**config.mk**
```make
export PLATFORM = sky130hd
export DESIGN_NAME = protection_chip_register_file
export DESIGN_NICKNAME = d
export VERILOG_FILES = /design/src/pcrf_pkg.sv /design/src/pcrf_cfg.sv /design/src/pcrf_core.sv /design/src/protection_chip_register_file.sv
export SDC_FILE = /design/constraint.sdc
export NUM_CORES = 1
export LEC_CHECK = 0
export CAP_MARGIN = 20
export CORE_UTILIZATION = 40
export DETAILED_ROUTE_END_ITERATION = 8
export DONT_BUFFER_PORTS = 1
export PLACE_DENSITY = 0.59
export SLEW_MARGIN = 20
export SYNTH_ARGS = -nofsm -noshare
export SYNTH_HDL_FRONTEND = slang
export SYNTH_SLANG_ARGS = --single-unit
```
**constraint.sdc**
```tcl
create_clock -name clk -period 4.1 [get_ports clk]
set_input_delay 0.82 -clock clk [delete_from_list [all_inputs] [get_ports clk]]
set_output_delay 0.82 -clock clk [all_outputs]
set_load 0.02 [all_outputs]
```
**src/pcrf_pkg.sv**
```systemverilog
`default_nettype none

package pcrf_pkg;

	// field widths
	localparam int unsigned OffsetW = 3;
	localparam int unsigned DataW   = 16;
	localparam int unsigned ByteW   = 8;
	localparam int unsigned RegionW = 3;
	localparam int unsigned KeyW    = 4;

	// register map of the configuration port
	localparam int unsigned PaddrW    = 3;
	localparam int unsigned PdataW    = 32;
	localparam logic [0:0]  RegRegion = 1'b0;

	// write commands
	localparam logic [7:0] CmdLatch0  = 8'h00;
	localparam logic [7:0] CmdLatch1  = 8'h01;
	localparam logic [7:0] CmdLatch2  = 8'h02;
	localparam logic [7:0] CmdHoldRd  = 8'h03;
	localparam logic [7:0] CmdShift   = 8'h40;
	localparam logic [7:0] CmdKey     = 8'h48;
	localparam logic [4:0] CmdHoldAdv = 5'b10000;
	localparam logic [7:0] CmdHoldClr = 8'ha0;

	// region codes
	localparam logic [2:0] Region0 = 3'd0;
	localparam logic [2:0] Region1 = 3'd1;
	localparam logic [2:0] Region2 = 3'd2;
	localparam logic [2:0] Region3 = 3'd3;
	localparam logic [2:0] Region4 = 3'd4;

	// hold and key constants
	localparam logic [15:0] HoldXor  = 16'h2bad;
	localparam logic [15:0] KeyMask0 = 16'h0090;
	localparam logic [15:0] KeyMask1 = 16'h0006;
	localparam logic [15:0] KeyMask2 = 16'h9000;
	localparam logic [15:0] KeyMask3 = 16'h0a00;
	localparam logic [7:0]  Latch0Mask = 8'hf7;
	localparam logic [7:0]  Latch2Mask = 8'h7f;

	// one bus word
	typedef struct packed {
		logic               action;
		logic [OffsetW-1:0] offset;
		logic [DataW-1:0]   data;
	} item_t;

	// fixed id bytes by command, zero where none
	function automatic logic [ByteW-1:0] id_byte(input logic [7:0] cmd);
		logic [ByteW-1:0] b;
		unique case (cmd)
			8'h20: b = 8'h49;
			8'h21: b = 8'h47;
			8'h22: b = 8'h53;
			8'h24: b = 8'h41;
			8'h25: b = 8'h41;
			8'h26: b = 8'h7f;
			8'h27: b = 8'h41;
			8'h28: b = 8'h41;
			8'h2a: b = 8'h3e;
			8'h2b: b = 8'h41;
			8'h2c: b = 8'h49;
			8'h2d: b = 8'hf9;
			8'h2e: b = 8'h0a;
			8'h30: b = 8'h26;
			8'h31: b = 8'h49;
			8'h32: b = 8'h49;
			8'h33: b = 8'h49;
			8'h34: b = 8'h32;
			default: b = '0;
		endcase
		return b;
	endfunction

endpackage

`default_nettype wire

```
**src/pcrf_cfg.sv**
```systemverilog
`default_nettype none

module pcrf_cfg
	import pcrf_pkg::*;
(
	input  wire logic               clk,
	input  wire logic               arst_n,
	input  wire logic               psel,
	input  wire logic               penable,
	input  wire logic               pwrite,
	input  wire logic [PaddrW-1:0]  paddr,
	input  wire logic [PdataW-1:0]  pwdata,
	output logic      [PdataW-1:0]  prdata,
	output logic                    pready,
	output logic      [RegionW-1:0] region
);

	logic [RegionW-1:0] region_q;
	logic               hit_region;

	// address decode, one register at byte address zero
	assign hit_region = (paddr[PaddrW-1:2] == RegRegion);
	assign pready     = 1'b1;

	// region register
	always_ff @(posedge clk or negedge arst_n) begin
		if (!arst_n) begin
			region_q <= '0;
		end else if (psel && penable && pwrite && pready && hit_region) begin
			region_q <= pwdata[RegionW-1:0];
		end
	end

	// read back
	always_comb begin
		prdata = '0;
		if (hit_region) begin
			prdata[RegionW-1:0] = region_q;
		end
	end

	assign region = region_q;

endmodule

`default_nettype wire

```
**src/pcrf_core.sv**
```systemverilog
`default_nettype none

module pcrf_core
	import pcrf_pkg::*;
(
	input  wire logic               clk,
	input  wire logic               arst_n,
	input  wire logic               fire,
	input  wire item_t              item,
	input  wire logic [RegionW-1:0] region,
	output logic      [ByteW-1:0]   rdata
);

	logic [7:0]       command_q;
	logic [ByteW-1:0] latch_q [3];
	logic [KeyW-1:0]  key_q;
	logic [15:0]      shift_q;
	logic [15:0]      hold_q;

	logic             wr_cmd;
	logic             wr_op;
	logic [KeyW-1:0]  key_next;
	logic [15:0]      hold_adv;
	logic [15:0]      taps;
	logic [15:0]      old;

	assign wr_cmd = fire && item.action && (item.offset == '0);
	assign wr_op  = fire && item.action && (item.offset != '0);
	assign old    = hold_q;

	// key from masked tests of the shift word
	assign key_next = {(shift_q & KeyMask3) == '0, (shift_q & KeyMask2) == '0,
		(shift_q & KeyMask1) == '0, (shift_q & KeyMask0) == '0};

	// region dependent taps of the hold advance
	always_comb begin
		taps = '0;
		unique case (region)
			Region0, Region1: begin
				taps[0]  = old[10] ^ old[8];
				taps[1]  = key_q[0];
				taps[6]  = key_q[1];
				taps[14] = key_q[3];
			end
			Region2: begin
				taps[0]  = old[10] ^ old[8];
				taps[4]  = key_q[0];
				taps[6]  = key_q[1];
				taps[12] = key_q[3];
			end
			Region3: begin
				taps[0]  = old[7] ^ old[6];
				taps[4]  = key_q[0];
				taps[6]  = key_q[1];
				taps[12] = key_q[3];
			end
			Region4: begin
				taps[0]  = old[7] ^ old[6];
				taps[3]  = key_q[0];
				taps[8]  = key_q[1];
				taps[14] = key_q[3];
			end
			default: begin
				taps = '0;
			end
		endcase
	end

	// rotate left, fixed xor, data bit, old bit 5, key bit 2 and tap bits
	always_comb begin
		hold_adv     = {old[14:0], old[15]} ^ HoldXor ^ taps;
		hold_adv[0]  = hold_adv[0] ^ item.data[{1'b0, command_q[2:0]}] ^ old[5];
		hold_adv[10] = hold_adv[10] ^ key_q[2];
	end

	// state update on each accepted write
	always_ff @(posedge clk or negedge arst_n) begin
		if (!arst_n) begin
			command_q  <= '0;
			latch_q[0] <= '0;
			latch_q[1] <= '0;
			latch_q[2] <= '0;
			key_q      <= '0;
			shift_q    <= '0;
			hold_q     <= '0;
		end else if (wr_cmd) begin
			command_q <= item.data[7:0];
		end else if (wr_op) begin
			priority if (command_q == CmdLatch0) begin
				latch_q[0] <= {item.data[6:0], 1'b0};
			end else if (command_q == CmdLatch1) begin
				latch_q[1] <= {item.data[6:0], 1'b0};
			end else if (command_q == CmdLatch2) begin
				latch_q[2] <= {item.data[6:0], 1'b0};
			end else if (command_q == CmdShift) begin
				shift_q <= {shift_q[7:0], 8'h00} | item.data;
			end else if (command_q == CmdKey) begin
				key_q <= key_next;
			end else if (command_q[7:3] == CmdHoldAdv) begin
				hold_q <= hold_adv;
			end else if (command_q == CmdHoldClr) begin
				hold_q <= '0;
			end else begin
				hold_q <= hold_q;
			end
		end
	end

	// read byte by command, zero for writes
	always_comb begin
		rdata = '0;
		if (!item.action) begin
			unique case (command_q)
				CmdLatch0: rdata = (latch_q[0] & Latch0Mask) | {4'b0, region[0], 3'b0};
				CmdLatch1: rdata = latch_q[1];
				CmdLatch2: rdata = (latch_q[2] & Latch2Mask) | {region[1], 7'b0};
				CmdHoldRd: rdata = {hold_q[5], hold_q[2], hold_q[9], hold_q[7],
					hold_q[10], hold_q[13], hold_q[12], hold_q[15]};
				default:   rdata = id_byte(command_q);
			endcase
		end
	end

	// command select takes the low byte
	assert property (@(posedge clk) disable iff (!arst_n)
		wr_cmd |=> (command_q == $past(item.data[7:0])))
		else $error("command select lost");

	// shift in places the new word in the low byte
	assert property (@(posedge clk) disable iff (!arst_n)
		(wr_op && command_q == CmdShift) |=> (shift_q[7:0] == $past(item.data[7:0])))
		else $error("shift word not updated");

	// clear command empties hold
	assert property (@(posedge clk) disable iff (!arst_n)
		(wr_op && command_q == CmdHoldClr) |=> (hold_q == '0))
		else $error("hold not cleared");

endmodule

`default_nettype wire

```
**src/protection_chip_register_file.sv**
```systemverilog
// channel  direction  handshake             payload
// in       to block   in_valid / in_stall   action, offset, data
// out      from block out_valid / out_stall read_data
// cfg      to block   psel / penable        pwrite, paddr, pwdata, prdata, pready
//
// one word per cycle sustained while out is not stalled; a word's result reaches read_data
// through the input register, then the result register, state changes in that pass
// reset clears the valid flags, command, latches, key, shift and hold words and region
// a stall at out holds the result register; in stalls only once the input register
// is also full and cannot move on
`default_nettype none

module protection_chip_register_file
	import pcrf_pkg::*;
(
	input  wire logic              clk,
	input  wire logic              arst_n,
	input  wire logic              in_valid,
	output logic                   in_stall,
	input  wire logic              action,
	input  wire logic [OffsetW-1:0] offset,
	input  wire logic [DataW-1:0]  data,
	output logic                   out_valid,
	input  wire logic              out_stall,
	output logic      [ByteW-1:0]  read_data,
	input  wire logic              psel,
	input  wire logic              penable,
	input  wire logic              pwrite,
	input  wire logic [PaddrW-1:0] paddr,
	input  wire logic [PdataW-1:0] pwdata,
	output logic      [PdataW-1:0] prdata,
	output logic                   pready
);

	logic               valid_s1;
	item_t              item_s1;
	logic               out_valid_q;
	logic [ByteW-1:0]   read_data_q;
	logic               advance;
	logic               accept;
	logic [ByteW-1:0]   rdata;
	logic [RegionW-1:0] region;

	// handshake
	assign advance  = valid_s1 && (!out_valid_q || !out_stall);
	assign in_stall = valid_s1 && !advance;
	assign accept   = in_valid && !in_stall;

	// input register
	always_ff @(posedge clk or negedge arst_n) begin
		if (!arst_n) begin
			valid_s1 <= 1'b0;
		end else if (accept) begin
			valid_s1 <= 1'b1;
		end else if (advance) begin
			valid_s1 <= 1'b0;
		end
	end

	always_ff @(posedge clk) begin
		if (accept) begin
			item_s1 <= '{action: action, offset: offset, data: data};
		end
	end

	// configuration registers
	pcrf_cfg u_cfg (
		.clk     (clk),
		.arst_n  (arst_n),
		.psel    (psel),
		.penable (penable),
		.pwrite  (pwrite),
		.paddr   (paddr),
		.pwdata  (pwdata),
		.prdata  (prdata),
		.pready  (pready),
		.region  (region)
	);

	// state and read logic
	pcrf_core u_core (
		.clk    (clk),
		.arst_n (arst_n),
		.fire   (advance),
		.item   (item_s1),
		.region (region),
		.rdata  (rdata)
	);

	// result register
	always_ff @(posedge clk or negedge arst_n) begin
		if (!arst_n) begin
			out_valid_q <= 1'b0;
		end else begin
			out_valid_q <= advance || (out_valid_q && out_stall);
		end
	end

	always_ff @(posedge clk) begin
		if (advance) begin
			read_data_q <= rdata;
		end
	end

	assign out_valid = out_valid_q;
	assign read_data = read_data_q;

endmodule

`default_nettype wire
```
Word level (Yosys, flattened, before mapping) --
Memories as Yosys holds them, arrays and structs flattened. Cells that the tools add are included.
Storage, ports and cells: bits in registers 97, latch bits 0, memory bits (writable) 0, memory bits (read-only) 512, bits of input ports 62, output and inout bits 43, logic and storage cells 100, memories 1
Cells by class: $add $sub $neg 0, multipliers 0, div/mod/pow operators 0, order comparisons 1, eq/ne operators 11, shift-type cells 0, multiplexer cells 17, bitwise operators 17, reductions and logical operators 39
Memory list:
- (no name shown) | depth 64, bits a word 8, rd ports 1, clocked after Yosys merged registers in 0, wr ports 0, line pcrf_pkg.sv:53 | unique case (cmd)
Operators with widths (number):
- $logic_not A16 Y1 | 4
- $mux W16 | 2
- $pmux W8 S4 | 1
- $eq A8 B2 Y1 const B | 2
- $eq A8 B7 Y1 const B | 2
- $or A16 B16 Y16 | 1
- $xor A16 B15 Y16 | 1
- $logic_and A1 B1 Y1 | 10
- $mux W1 | 10
- $not A9 Y9 | 1
- $eq A8 B1 Y1 const B | 1
- $eq A8 B8 Y1 const B | 1
- $logic_not A8 Y1 | 1
- $mux W8 | 1
- $or A7 B8 Y8 | 1
- $or A8 B4 Y8 | 1
- $reduce_and A8 Y1 | 1
- $not A1 Y1 | 7
- $reduce_and A7 Y1 | 1
- $eq A3 B2 Y1 const B | 2
- $logic_not A3 Y1 | 2
- $reduce_and A6 Y1 | 1
- $reduce_or A2 Y1 | 3
- $reduce_or A3 Y1 | 2
- other kinds (17) | 26

Longest topological paths before layout --
depth after elaboration 8, depth in mapped cells 8, depth with buffers taken out 7

By module --
A second synthesis with hierarchy kept.
Unflattened totals: cell total of the unflattened synthesis 369, area total of the unflattened synthesis 4386.7 µm²
Modules (own cells, without submodules):
- pcrf_core | times used 1, cells an instance 291, area an instance 3050.4 µm², seq. area each 1401.3 µm²
- protection_chip_register_file | times used 1, cells an instance 36, area an instance 933.4 µm², seq. area each 890.9 µm²
- pcrf_cfg | times used 1, cells an instance 42, area an instance 402.9 µm², seq. area each 75.1 µm²

Worst setup path before layout --
No wires, ideal clock.
path kind register to register, start register u_core.command_q[0], end register u_core.shift_q[4], setup time 0.125 ns, arrival 2.085 ns, data required time 3.975 ns, setup slack 1.890 ns, cell stages (with the launch flop) 8, path buffers 2, period minus slack after synthesis 2.210 ns, cell sequence dfrtp_1 inv_1 ha_1 nor3b_2 and4_1 clkbuf_1 buf_2 mux2_2
On the way: longest elaborated chain between the ends 3, elaborated cells on any way between the ends 8, classes of those cells eq/ne (3); bitwise (3); reduce/logical (2)
RTL lines:
- from (decl) | line pcrf_core.sv:14 | logic [7:0] command_q;
- from (signal assigned) | line pcrf_core.sv:87 | command_q <= item.data[7:0];
- $eq A8 B1 Y1, or another cell as far along | line pcrf_core.sv:91 | end else if (command_q == CmdLatch1) begin
- $not A1 Y1 (no source line)
- $reduce_and A6 Y1 (no source line) (*)
- to (signal assigned) | line pcrf_core.sv:96 | shift_q <= {shift_q[7:0], 8'h00} | item.data;
- to (decl) | line pcrf_core.sv:17 | logic [15:0] shift_q;
Every way passes the cells marked *; elsewhere a longest branch is shown, timed or not. A chain may end at the register's enable or synchronous reset.

Worst setup path after layout --
start register u_core.command_q[1], end register u_core.shift_q[7]
The elaborated chain is that of the path after synthesis.

==> impl_metrics.csv <==
group,metric,value,unit
grt,grt-ovfl-total,0,
clock_network,clock_path_buffers,2,
placed_design,post-dp-hpwl,5961,µm
logic_synthesis,synth.avg_cell_area,11.51,µm²
timing,tightest_slew,729.6,ps
setup_path,startpoint_type,"flip-flop",
final_layout,antennaDiodeCount,0,
clock_network,cts_buffers,9,
setup_path,reg2regPathDepth,5,
timing,finalWorstSetupSlack,1534,ps
routing,ant_nets,0,
grt,antenna_found_initial,0,
timing,fin_skew,11.07,ps
job,drv_cap,0,
floorplanning,core,0.01032,mm²
final_layout,finish.utilization,0.4278,
clock_network,cts-root-buf,"clkbuf_8",
final_layout,drive_above_1_share,0.1753,
setup_path,r2r_start,"u_core.command_q[1]",
grt,grt_max_degree,62,
timing,slew_viol_final,0,
routing,wire_per_inst,16.77,µm
run_status,status,"finished clean",
placed_design,pre_cts_ws,1536,ps
final_layout,syn2layout_area_growth,3.702,%
floorplanning,die-height,105.2,µm
timing,maxClockFrequency,389.7,MHz
clock_network,post_cts_resized,0,
grt,grt_pass1_vias,2421,
timing,setup_viol_count_final,0,
logic_synthesis,synth_warnings,0,
clock_network,clk_pin_slew_worst_paths,90,ps
setup_path,slowest_delay,610,ps
clock_network,cts-hold-fix-buffers,0,
power_and_ir_drop,leakage,1.824,nW
clock_network,post-cts-setup-buffer-count,0,
grt,grt_first_pass_wirelength,13490,µm
routing,drc,0,
timing,rsz0062_at_grt,"no",
clock_network,clock_sinks,85,
setup_path,worstSetupPathType,"flip-flop to flip-flop",
setup_path,crit_path_cell_trace,"inv_1 > ha_1 > nor3b_2 > and4_1 > mux2_2",
timing,period_share,0.6259,
placed_design,post_dp_cell_area,0.004219,mm²
logic_synthesis,synth_seq_cells,85,
worst_hold_path,holdCritPathClass,"input pin to asynchronous set/reset pin",
setup_path,reg2reg_slack,1530,ps
final_layout,final_common_cell,"dfrtp_1",
logic_synthesis,syn-cell-area,0.004259,mm²
routing,drt_wl_total,8400,µm
floorplanning,initial_core_util,0.4126,
timing,final.min_clock_period,2566,ps
timing,setup_tns,0,ps
final_layout,nNetsFinal,427,
final_layout,design_area,0.004417,mm²
floorplanning,die_x,105.2,µm
logic_synthesis,synthArstFlopShare,0.7176,
routing,vias,2633,
floorplanning,io_pins,105,
logic_synthesis,synth_edf_count,24,
final_layout,final-instance-count-excl-fill,501,
logic_synthesis,ys.flop_type,"dfrtp_1",
logic_synthesis,netlist_instances,370,
power_and_ir_drop,vdd_drop_max,0.2997,mV
placed_design,portBuffers,0,
setup_path,r2r-end,"u_core.shift_q[7]",
setup_path,worstPathArrival,2820,ps
final_layout,fillers,960,
logic_synthesis,ys_seq_area_frac,0.5276,
floorplanning,dieArea,0.01106,mm²
floorplanning,fp-row-count,37,
setup_path,worstPathMaxFanout,13,
placed_design,placed_cells,485,
timing,hold_viol,0,
timing,slew_headroom,0.5136,
final_layout,layout_common_cells,"61 x dfrtp_1, 36 x nand2_1, 33 x mux2_2",
routing,via_per_inst,5.255,
clock_network,clock_latency,360,ps
grt,grt_util_all_layers,0.1631,
placed_design,place_congestion,0.8777,
setup_path,cp.required,4350,ps
routing,drt-initial-drc-count,175,
clock_network,tritoncts,"built",
power_and_ir_drop,powerDensity,562.2,mW/mm²
clock_network,htreeDepth,3,
logic_synthesis,yosys.cell_types.count,55,
routing,drt_pre_antenna_iters,5,
setup_path,cpMaxStageDelayCell,"and4_1",
setup_path,endpoint_kind,"flip-flop",
registers in the layout (all words and copies together), names as in the netlist:
register          cells
u_core.latch_q       19
item_s1              16
u_core.hold_q        16
u_core.shift_q        9
read_data             8
u_core.command_q      8
u_core.key_q          4
u_cfg.region          3
out_valid             1
valid_s1              1
where the power goes:
part / total (W) / switching (W) / internal [W]
Combinational: 0.000607 / 0.000313 / 0.000294
Sequential: 0.00129 / 0.000218 / 0.00107
Clock: 0.000586 / 0.000303 / 0.000283
Total: 0.00248 / 0.000833 / 0.00165
logic make-up after synthesis:
family	Yosys count	share of synthesized area
and+or+nand+nor	96	0.1166
DFF	85	0.5276
AOI/OAI and AO/OA	68	0.1055
buffers and inverters	57	0.08108
muxes	44	0.1260
xor gates and xnor gates	13	0.02673
adders and majority gates	5	0.01469
other	2	0.001763
synthesized netlist by cell type (all sizes together), types with 4 or more instances:
library cell | n | area [µm²]
edfxtp | 24 | 720.7
a22oi | 5 | 37.54
o31ai | 6 | 45.04
ha | 5 | 62.56
xnor2 | 7 | 61.31
inv | 8 | 30.03
a222oi | 5 | 50.05
dfrtp | 61 | 1526
nand2 | 38 | 147.6
clkbuf | 14 | 52.55
nor3b | 4 | 35.03
buf | 35 | 262.8
nor2b | 8 | 50.05
nand2b | 4 | 25.02
xor2 | 6 | 52.55
mux2 | 39 | 461.7
o21ai | 21 | 105.1
nor2 | 20 | 75.07
a21oi | 13 | 65.06
routing by layer:
layer  part of all wire  vias to the layer above  track usage
met5                  0                        -            0
met4              0.012                        0      0.06539
met3              0.050                        6      0.03993
met2               0.44                       98       0.2293
met1               0.49                     1300       0.2393
li1                   -                     1229            -
through the flow:
| stage | power (W) | hold slack, ps |
|---|---|---|
| after global placement | 0.001900 | 450.6 |
| final | 0.002483 | 147.7 |
| after floorplan | 0.001787 | 439.5 |
| after detailed placement | 0.001913 | 459.8 |
| after global routing | 0.002640 | 115.4 |
| after CTS | 0.002502 | 122.9 |
layout make-up:
cell class,count,area (µm²),share of cell area
inverters,8,30.03,0.006799
clock buffers,9,123.9,0.02805
clock inverters,7,73.82,0.01671
multi-input cells,256,1772,0.4011
well taps,136,170.2,0.03853
flip-flops and latches,85,2247,0.5088
worst max-delay path, delay by kind of cell, from the launching register on:
family        cells  cell delay, ps
simple gates      2            1150
fa+ha+maj         1             310
mux               1             390
buf+inv           1             180
flops             1             440
worst max path at each step:
stage,slack [ps],cells after the start,end,start
final,1530,5,u_core.shift_q[7],u_core.command_q[1]
after global placement,1520,5,u_core.shift_q[4],u_core.command_q[0]
after CTS,1530,5,u_core.shift_q[7],u_core.command_q[1]
after detailed placement,1540,5,u_core.shift_q[7],u_core.command_q[1]
after floorplan,1890,7,u_core.shift_q[4],u_core.command_q[0]
after global routing,1340,5,u_core.shift_q[7],u_core.command_q[1]
(Power assumes the default switching activity.)
